`src/hdl/rlab_pkg.sv`:
```
// Package for the RGB to l-alpha-beta converter: widths, matrix coefficients,
// log2 fraction table and decorrelation scale factors. No dependencies.
package rlab_pkg;

  localparam int PIXEL_BITS = 8;
  localparam int FRAC_BITS  = 12;
  localparam int CQ         = 16;
  localparam int LMS_BITS   = PIXEL_BITS + 18;
  localparam int POS_BITS   = 5;
  localparam int LOG_BITS   = 22;
  localparam int SUM_BITS   = 25;
  localparam int PROD_BITS  = 46;
  localparam int SH         = 36 - FRAC_BITS;
  localparam int OUT_BITS   = 16;
  localparam int NSTG       = 6;

  typedef logic [PIXEL_BITS-1:0] pix_t;
  typedef logic [LMS_BITS-1:0] lms_t;
  typedef logic signed [LOG_BITS-1:0] log_t;
  typedef logic signed [SUM_BITS-1:0] sum_t;
  typedef logic signed [OUT_BITS-1:0] out_t;

  localparam logic [15:0] LMS_COEF [3][3] = '{
    '{16'd24976, 16'd37899, 16'd2635},
    '{16'd12891, 16'd47474, 16'd5125},
    '{16'd1579,  16'd8441,  16'd55312}
  };

  localparam logic [16:0] LOG_TAB [17] = '{
    17'd0, 17'd5732, 17'd11136, 17'd16248, 17'd21098, 17'd25711, 17'd30109,
    17'd34312, 17'd38336, 17'd42196, 17'd45904, 17'd49472, 17'd52911,
    17'd56229, 17'd59434, 17'd62534, 17'd65536
  };

  localparam logic signed [20:0] K_LUM   = 21'sd182242;
  localparam logic signed [20:0] K_ALPHA = 21'sd128865;
  localparam logic signed [20:0] K_BETA  = 21'sd223200;

endpackage

```
`src/hdl/rlab_finish.sv`:
```
// Scales one decorrelation sum by its constant, rounds and saturates to Q3.12.
// Depends on rlab_pkg; two register stages.
module rlab_finish (
  input  logic                  clk,
  input  logic                  en,
  input  rlab_pkg::sum_t        sum,
  input  logic signed [20:0]    k,
  output rlab_pkg::out_t        res
);

  logic signed [rlab_pkg::PROD_BITS-1:0] prod_r, rnd;
  logic signed [rlab_pkg::PROD_BITS-rlab_pkg::SH-1:0] shf;
  rlab_pkg::out_t res_r;

  always_ff @(posedge clk) begin
    if (en) prod_r <= rlab_pkg::PROD_BITS'(sum) * rlab_pkg::PROD_BITS'(k);
  end

  assign rnd = prod_r + (rlab_pkg::PROD_BITS'(1) <<< (rlab_pkg::SH - 1));
  assign shf = rnd[rlab_pkg::PROD_BITS-1:rlab_pkg::SH];

  always_ff @(posedge clk) begin
    if (en) begin
      if (shf > (rlab_pkg::PROD_BITS-rlab_pkg::SH)'(32767)) res_r <= 16'sh7fff;
      else if (shf < (rlab_pkg::PROD_BITS-rlab_pkg::SH)'(-32768)) res_r <= 16'sh8000;
      else res_r <= shf[15:0];
    end
  end

  assign res = res_r;

endmodule

```
`config.mk`:
```
export PLATFORM = sky130hd
export DESIGN_NAME = rlab_finish
export DESIGN_NICKNAME = d
export VERILOG_FILES = /design/src/hdl/rlab_pkg.sv /design/src/hdl/rlab_finish.sv
export SDC_FILE = /design/constraint.sdc
export NUM_CORES = 1
export LEC_CHECK = 0
export BUFFER_PORTS_ARGS = -buffer_cell sky130_fd_sc_hd__buf_2
export CELL_PAD_IN_SITES_DETAIL_PLACEMENT = 1
export CELL_PAD_IN_SITES_GLOBAL_PLACEMENT = 1
export CORE_MARGIN = 5
export CORE_UTILIZATION = 45
export DETAILED_ROUTE_END_ITERATION = 8
export HOLD_SLACK_MARGIN = 0.05
export PLACE_DENSITY_LB_ADDON = 0.1
export SYNTH_ARGS = -nofsm -noshare
export SYNTH_HDL_FRONTEND = slang
export SYNTH_SLANG_ARGS = --single-unit
export TNS_END_PERCENT = 20
```
`constraint.sdc`:
```
create_clock -name clk -period 11.1 [get_ports clk]
set_clock_uncertainty 0.1 [all_clocks]
set_input_delay 2.22 -clock clk [delete_from_list [all_inputs] [get_ports clk]]
set_output_delay 2.22 -clock clk [all_outputs]
set_load 0.005 [all_outputs]
```
==> flow_summary.ini <==
[placed_design]
gp_congestion = 0.8430
place_inst = 2723
port_buffers = 63
post-dp-hpwl_um = 45230

[cts]
cts_buffer_depth = 2
clk_pin_slew_ps = 50
cts_resized = 0
cts.sinks = 39
cts_buffers = 5
cts_max_level = 2
cts_hold_buf = 0
cts_tree = yes
post_cts_buffers = 0
cts_root_buffer = clkbuf_16
clock_latency_ps = 280

[routing]
firstDrtPassIters = 5
via_per_inst = 5.082
drc_errors = 0
ant_nets = 0
wl_um = 55520
wire_per_inst_um = 20.33
vias = 13880
first_iter_violations = 646

[synth]
synth_area_mm2 = 0.02012
synth_top_area_cell = fa_1
syn_inst = 2160
synth-seq-cells = 39
yosysTopAreaCellShare = 0.5313
syn_avg_cell_area_um2 = 9.315
seq_area_frac_synth = 0.05821
syn-num-nets = 2858
yosysWarnings = 0
ys_top_cells_by_count = 602 x inv_1, 534 x fa_1, 308 x nand2_1
synth_edf_count = 39
synth_top_flop_cell = edfxtp_1
synthMostInstantiatedCell = inv_1
synth.distinct_cells = 51
synthArstFlopShare = 0
synthTopCellsByArea = fa_1 53%, inv_1 11%, ha_1 7.2%, and2_1 6.6%, edfxtp_1 5.8%

[sta]
finalCriticalPeriod_ps = 9466
fin_setup_tns_ps = 0
rsz0062_at_grt = no
slew_headroom = 0.4523
setup_viol = 0
min_period_over_period = 0.8528
finalHoldViolCount = 0
max_freq_mhz = 105.6
final_max_slew_viol_count = 0
worst_slew_pin_slew_ps = 821.6

[setup_path]
worstPathRequired_ps = 11010
critPathArrivalTime_ps = 9380
path_class = in -> reg
rr_startpoint = prod_r[29]
end_kind = register
path_max_fanout = 25
crit_buf_inv = 6
crit_top_cell = fa_1
crit_path_cell_trace = buf_2, nand2_1, fa_1, fa_1, inv_1, fa_1, inv_1, fa_1, inv_1, fa_1, fa_1, inv_1, fa_1, inv_1, ha_1, a21oi_1, o21ai_0, a32oi_1, nand2_1, a311oi_1, a21oi_1, nor3_1, xnor2_1
crit_family = adder cells
cp_slowest_cell = fa_1
startpoint_type = input pin
reg2reg_slack_ps = 8350
reg2reg_depth = 8
critical-path-max-stage-delay_ps = 880
reg2reg_to = res[1]

[floorplan]
die_y_um = 221.5
die_x_um = 221.5
dieArea_mm2 = 0.04904
rows = 77
core-area_mm2 = 0.04422
start_util = 0.4550
io_pins = 64

[layout]
area_growth_pct = 4.210
antenna_cells = 0
post-route-util = 0.4742
nets = 2836
drive_gt1_frac = 0.04348
final_cell_count_no_fill = 2731

[flow_run]
maxCapViolations = 0

[status]
status = finished clean

[global_routing]
grt_pass1_wl_um = 91320
grt_overflow = 0
antenna_found_initial = 1
grt_util_all_layers = 0.2342
grt_pass1_vias = 16300
grt_max_degree = 40

[worst_hold_path]
min_from = prod_r[45]
worstHoldEndpoint = res[15]
min_path_cells = 1
min_path_type = reg -> reg
==> cells in the final DEF (no fill, tap or decap), types with 11 or more instances in the layout <==
cell        n
buf_2      63
edfxtp_1   39
nand3_1    15
xnor2_1    31
nand4_1    11
inv_1     602
a21o_1     11
fa_1      534
xor2_1     19
nand2_1   308
a21oi_1    28
nor2_1     36
o21ai_0    20
and2_1    212
o21ai_2    11
ha_1      116
==> cell families after synthesis <==
logic type / after synthesis / share of synthesized area
buffers and inverters: 699 / 0.1314
AND/OR/NAND/NOR: 611 / 0.1471
adder cells (fa/ha/maj): 650 / 0.6034
flip-flops: 39 / 0.05821
XOR/XNOR: 51 / 0.02257
multiplexers: 1 / 0.0005596
AO/OA/AOI/OAI: 109 / 0.03675
==> how the worst max path moves through the flow <==
| stage | slack, ps | depth (start not counted) | start | endpoint |
|---|---|---|---|---|
| after CTS | 1630 | 23 | k[6] | prod_r[45] |
| after floorplan | 2340 | 24 | sum[24] | prod_r[43] |
| after detailed placement | 1340 | 23 | k[6] | prod_r[45] |
| after global routing | 1140 | 23 | k[6] | prod_r[43] |
| after global placement | 1440 | 23 | k[6] | prod_r[45] |
| final | 1630 | 23 | k[6] | prod_r[45] |
==> metal layers <==
layer	routed length, µm	vias to the layer above	track usage	part of all wire
met3	2103	39	0.01895	0.038
met1	25710	7489	0.3420	0.46
met2	27220	238	0.4021	0.49
li1	-	6113	-	-
met4	492	0	0.02247	0.0089
met5	0	-	0	0
==> sequential cells by signal, indices dropped and copies added, names as in the netlist <==
| name | count |
|---|---|
| res | 16 |
| prod_r | 23 |
==> stage by stage <==
step                      hold slack [ps]  cell area, µm²  worst slack [ps]
after CTS                           538.8           20970              1631
after detailed placement            530.4           20830              1338
after floorplan                     498.9           20120              2336
after global routing                548.2           20970              1140
final                               535.2           20970              1634
after global placement              524.7           20830              1436
==> worst reg2reg max path, delay by kind of cell (launching register included) <==
kind	cells	cell delay [ps]
and+or+nand+nor	4	860
AOI/OAI and AO/OA	3	750
muxes	1	340
DFF	1	420
==> layout make-up <==
class	instances	area, µm²
Timing Repair Buffer	67	345.3
Tap cell	592	740.7
Clock buffer	6	128.9
Multi-Input combinational cell	1422	16310
Sequential cell	39	1171
Clock inverter	2	12.51
Inverter	603	2263
Fill cell	5104	23250
Power is left out: the tool's default activity adds up to more than one toggle a clock period on the data nets, which glitch-free logic cannot reach.
