File: src/hdl/rlab_pkg.sv
// Package for the RGB to l-alpha-beta converter: widths, matrix coefficients,
// log2 fraction table and decorrelation scale factors. No dependencies.
package rlab_pkg;

  localparam int PIXEL_BITS = 8;
  localparam int FRAC_BITS  = 12;
  localparam int CQ         = 16;
  localparam int LMS_BITS   = PIXEL_BITS + 18;
  localparam int POS_BITS   = 5;
  localparam int LOG_BITS   = 22;
  localparam int SUM_BITS   = 25;
  localparam int PROD_BITS  = 46;
  localparam int SH         = 36 - FRAC_BITS;
  localparam int OUT_BITS   = 16;
  localparam int NSTG       = 6;

  typedef logic [PIXEL_BITS-1:0] pix_t;
  typedef logic [LMS_BITS-1:0] lms_t;
  typedef logic signed [LOG_BITS-1:0] log_t;
  typedef logic signed [SUM_BITS-1:0] sum_t;
  typedef logic signed [OUT_BITS-1:0] out_t;

  localparam logic [15:0] LMS_COEF [3][3] = '{
    '{16'd24976, 16'd37899, 16'd2635},
    '{16'd12891, 16'd47474, 16'd5125},
    '{16'd1579,  16'd8441,  16'd55312}
  };

  localparam logic [16:0] LOG_TAB [17] = '{
    17'd0, 17'd5732, 17'd11136, 17'd16248, 17'd21098, 17'd25711, 17'd30109,
    17'd34312, 17'd38336, 17'd42196, 17'd45904, 17'd49472, 17'd52911,
    17'd56229, 17'd59434, 17'd62534, 17'd65536
  };

  localparam logic signed [20:0] K_LUM   = 21'sd182242;
  localparam logic signed [20:0] K_ALPHA = 21'sd128865;
  localparam logic signed [20:0] K_BETA  = 21'sd223200;

endpackage

File: src/hdl/rlab_log2.sv
// Two-stage fixed-point log2 of one LMS component (Q.16 in, Q.16 out).
// Depends on rlab_pkg.
module rlab_log2 (
  input  logic               clk,
  input  logic               en,
  input  rlab_pkg::lms_t     val,
  output rlab_pkg::log_t     lg
);

  logic [rlab_pkg::POS_BITS-1:0] pos;
  logic [rlab_pkg::LMS_BITS-1:0] norm;
  logic [rlab_pkg::POS_BITS-1:0] pos_r;
  logic [16:0] lo_r, diff_r;
  logic [rlab_pkg::LMS_BITS-6:0] rem_r;
  logic [rlab_pkg::LMS_BITS+11:0] prod;
  logic [17:0] interp;
  rlab_pkg::log_t lg_r;

  always_comb begin
    pos = '0;
    for (int i = 0; i < rlab_pkg::LMS_BITS; i++) begin
      if (val[i]) pos = rlab_pkg::POS_BITS'(i);
    end
    norm = val << (rlab_pkg::POS_BITS'(rlab_pkg::LMS_BITS - 1) - pos);
  end

  always_ff @(posedge clk) begin
    if (en) begin
      pos_r  <= pos;
      lo_r   <= rlab_pkg::LOG_TAB[5'(norm[rlab_pkg::LMS_BITS-2 -: 4])];
      diff_r <= rlab_pkg::LOG_TAB[5'(norm[rlab_pkg::LMS_BITS-2 -: 4]) + 5'd1]
              - rlab_pkg::LOG_TAB[5'(norm[rlab_pkg::LMS_BITS-2 -: 4])];
      rem_r  <= norm[rlab_pkg::LMS_BITS-6:0];
    end
  end

  // The remaining fraction bits are 21 wide here; shifting the product right by
  // their own width equals shifting right by 36 with them left-aligned to 36 bits.
  assign prod   = (rlab_pkg::LMS_BITS+12)'(diff_r) * (rlab_pkg::LMS_BITS+12)'(rem_r);
  assign interp = 18'(prod >> (rlab_pkg::LMS_BITS - 5));

  always_ff @(posedge clk) begin
    if (en) begin
      lg_r <= rlab_pkg::log_t'(($signed({1'b0, pos_r}) - 7'sd16) * 23'sd65536)
            + rlab_pkg::log_t'(lo_r) + rlab_pkg::log_t'(interp);
    end
  end

  assign lg = lg_r;

endmodule

File: config.mk
export PLATFORM = sky130hd
export DESIGN_NAME = rlab_log2
export DESIGN_NICKNAME = d
export VERILOG_FILES = /design/src/hdl/rlab_pkg.sv /design/src/hdl/rlab_log2.sv
export SDC_FILE = /design/constraint.sdc
export NUM_CORES = 1
export LEC_CHECK = 0
export BUFFER_PORTS_ARGS = -buffer_cell sky130_fd_sc_hd__buf_2
export CAP_MARGIN = 10
export CELL_PAD_IN_SITES_DETAIL_PLACEMENT = 1
export CELL_PAD_IN_SITES_GLOBAL_PLACEMENT = 2
export CORE_ASPECT_RATIO = 0.75
export CORE_UTILIZATION = 42
export DETAILED_ROUTE_END_ITERATION = 12
export HOLD_SLACK_MARGIN = 0.12
export PLACE_DENSITY = 0.95
export SYNTH_ARGS = -nofsm -noshare
export SYNTH_HDL_FRONTEND = slang
export SYNTH_SLANG_ARGS = --single-unit
File: constraint.sdc
create_clock -name clk -period 11.3 [get_ports clk]
set_input_delay 2.26 -clock clk [delete_from_list [all_inputs] [get_ports clk]]
set_output_delay 2.26 -clock clk [all_outputs]
set_load 0.01 [all_outputs]
==> results_dict.tcl <==
set metrics [dict create \
    gp_congestion 0.885 \
    cp.buffers_inverters 6 \
    cp_num_cells 29 \
    wl_met2_um 23700 \
    floorplan.initialDensity_pct 43.1 \
    synth_cell_types 87 \
    avgSynthCellArea_um2 9.07 \
    fin_area_mm2 0.0182 \
    syn_nets 2368 \
    fillers 4637 \
    hpwl_um 40700 \
    async_flop_share_pct 0 \
    post_cts_buffers 0 \
    r2r_cells 31 \
    start_kind "input port" \
    area.growth.synth_to_final_pct 5.87 \
    yosys.area.top_type_share_pct 33.0 \
    ctsHtreeMaxLevel 3 \
    drt-total-wl_um 51600 \
    critPathKind "in2reg" \
    final_cell_mix "inv_1 (353), nand2_1 (298), fa_1 (284)" \
    grtUsageTotal_pct 25.8 \
    crit_arrival_ps 10330 \
    layout_commonest_cell "inv_1" \
    die_area_mm2 0.0418 \
    grt_pass1_vias 15100 \
    grt_start_max_net_pins 66 \
    cts_root_buf "clkbuf_16" \
    synth_largest_area_cell "fa_1" \
    drc 0 \
    slowest_stage "a2111oi_0" \
    overflow 0 \
    final.setup.tns_ps 0 \
    clk_latency_ps 360 \
    setup_viol 0 \
    hold_class "reg2reg" \
    ctsResizeCount 0 \
    synth_edf_count 81 \
    fmax_mhz 97.7 \
    cts_tree "done" \
    wl_met3_um 3590 \
    r2r_slack_ps 1260 \
    drv_slew 0 \
    top_layer "met4" \
    ioPinCount 50 \
    rsz0062_at_grt "false" \
    status "finished clean" \
    cp_common_cell "ha_1" \
    worstMarginPinSlew_ps 1070 \
    crit_fanout 22 \
    fin_crit_ps 10230 \
    synth_area_leaders "fa_1 (33%), edfxtp_1 (14%), ha_1 (11%)" \
    core_mm2 0.0400 \
    dieWidth_um 236 \
    critPathLaunch "val[24]" \
    cts_max_path_buffers 2 \
    fin_skew_ps 12.0 \
    max_cap_violations 0 \
    drt-met1-wl_um 23400 \
    holdBufCountCts 0 \
    synth_area_mm2 0.0172 \
    slew_headroom_pct 27.1 \
    num_rows 63 \
    slowest_delay_ps 900 \
    placed_area_mm2 0.0179 \
    fin_nets 2359 \
    grt_pass1_wl_um 83300 \
    end_kind "register" \
    hold_viol_final 0 \
    drtIter0Drc 793 \
    cts_made_buffers 9 \
    reg2reg_from "diff_r[2]$_DFFE_PP_" \
    clock-sinks 81 \
    drive_gt1_share_pct 7.12 \
    syn-instance-count 1899 \
    final_antenna_net_count 0 \
    finalCritPeriodShare_pct 90.6 \
    clk_pin_slew_ps 70 \
    crit_end "diff_r[15]$_DFFE_PP_" \
    antenna_cells 0 \
    seq_area_frac_synth_pct 14.1 \
    yosysWarnings 0 \
    fp.dieH_um 177 \
    first_pass_iters 5 \
    wire_per_inst_um 21.4 \
    worstHoldPathCells 1 \
    antenna_found_initial 1 \
    dr_total_vias 13500 \
    portBuffers 49 \
    synth-seq-cells 81 \
    cp.required_ps 11390 \
    cp_top_family "compound AO/OA/AOI/OAI gates" \
    ys.flop_type "edfxtp_1" \
    via_per_inst 5.58 \
    worstReg2RegEnd "lg[19]$_DFFE_PP_" \
]
## Yosys cell counts (4+ instances only)
library cell	count
and3_1	11
nand2b_1	5
a21o_1	13
o21a_1	19
o211ai_1	11
mux4_2	11
nor2_1	86
o21bai_1	8
ha_1	157
buf_2	7
xnor2_1	35
nor3_1	28
o21ai_0	34
clkbuf_1	80
and2_1	108
a221oi_1	4
o21ai_1	5
nand3_1	19
a21oi_1	60
a31oi_1	4
a21boi_0	4
edfxtp_1	81
mux2i_1	16
or3_1	6
inv_1	353
nor2b_1	11
o22ai_1	5
o31ai_1	4
a211oi_1	20
or2_2	8
nor4_1	7
nand2_1	298
xor2_1	11
fa_1	284
## sequential cells by signal, summed over array words and instances (netlist names)
signal,cells
lg,22
pos_r,5
rem_r,21
lo_r,16
diff_r,17
## logic make-up after synthesis
group | count (synthesis) | share of synthesized area [%]
adder cells (fa/ha/maj) | 441 | 44.4
flip-flops | 81 | 14.1
buffers and inverters | 452 | 10.1
AO/OA/AOI/OAI | 243 | 9.80
AND/OR/NAND/NOR | 601 | 16.1
XOR/XNOR | 48 | 2.59
multiplexers | 33 | 2.87
## layout make-up
type | count | area, µm² | share of cell area [%]
Multi-Input combinational cell | 1366 | 13000 | 71.6
Sequential cell | 81 | 2430 | 13.3
Inverter | 360 | 1360 | 7.43
Tap cell | 520 | 651 | 3.57
Timing Repair Buffer | 72 | 420 | 2.31
Clock buffer | 9 | 225 | 1.24
Clock inverter | 7 | 95.1 | 0.522
## layer usage
layer | GRT usage (%) | vias up
met5 | 0 | -
met3 | 4.88 | 71
li1 | - | 6015
met4 | 5.28 | 0
met1 | 35.8 | 6953
met2 | 42.1 | 437
## worst min path at each step
stage / to / slack, ps / from
6_report: lg[21]$_DFFE_PP_ / 580 / pos_r[4]$_DFFE_PP_
5_1_grt: lg[21]$_DFFE_PP_ / 610 / pos_r[4]$_DFFE_PP_
4_1_cts: lg[21]$_DFFE_PP_ / 580 / pos_r[4]$_DFFE_PP_
3_5_place_dp: lg[21]$_DFFE_PP_ / 570 / pos_r[4]$_DFFE_PP_
3_3_place_gp: lg[21]$_DFFE_PP_ / 570 / pos_r[4]$_DFFE_PP_
2_1_floorplan: lg[0]$_DFFE_PP_ / 530 / lo_r[0]$_DFFE_PP_
## through the flow
stage          setup slack (ps)  hold slack (ps)  utilization, %  cells
2_1_floorplan              2350              526               -   1899
3_3_place_gp               1290              567            44.8   2399
3_5_place_dp                969              567            44.8   2399
4_1_cts                    1280              580            45.6   2415
5_1_grt                     590              614            45.6   2415
6_report                   1070              583            45.6   2415
Power is not shown: default switching activity piles up to over one toggle a cycle in this logic, so the estimate is an artifact.
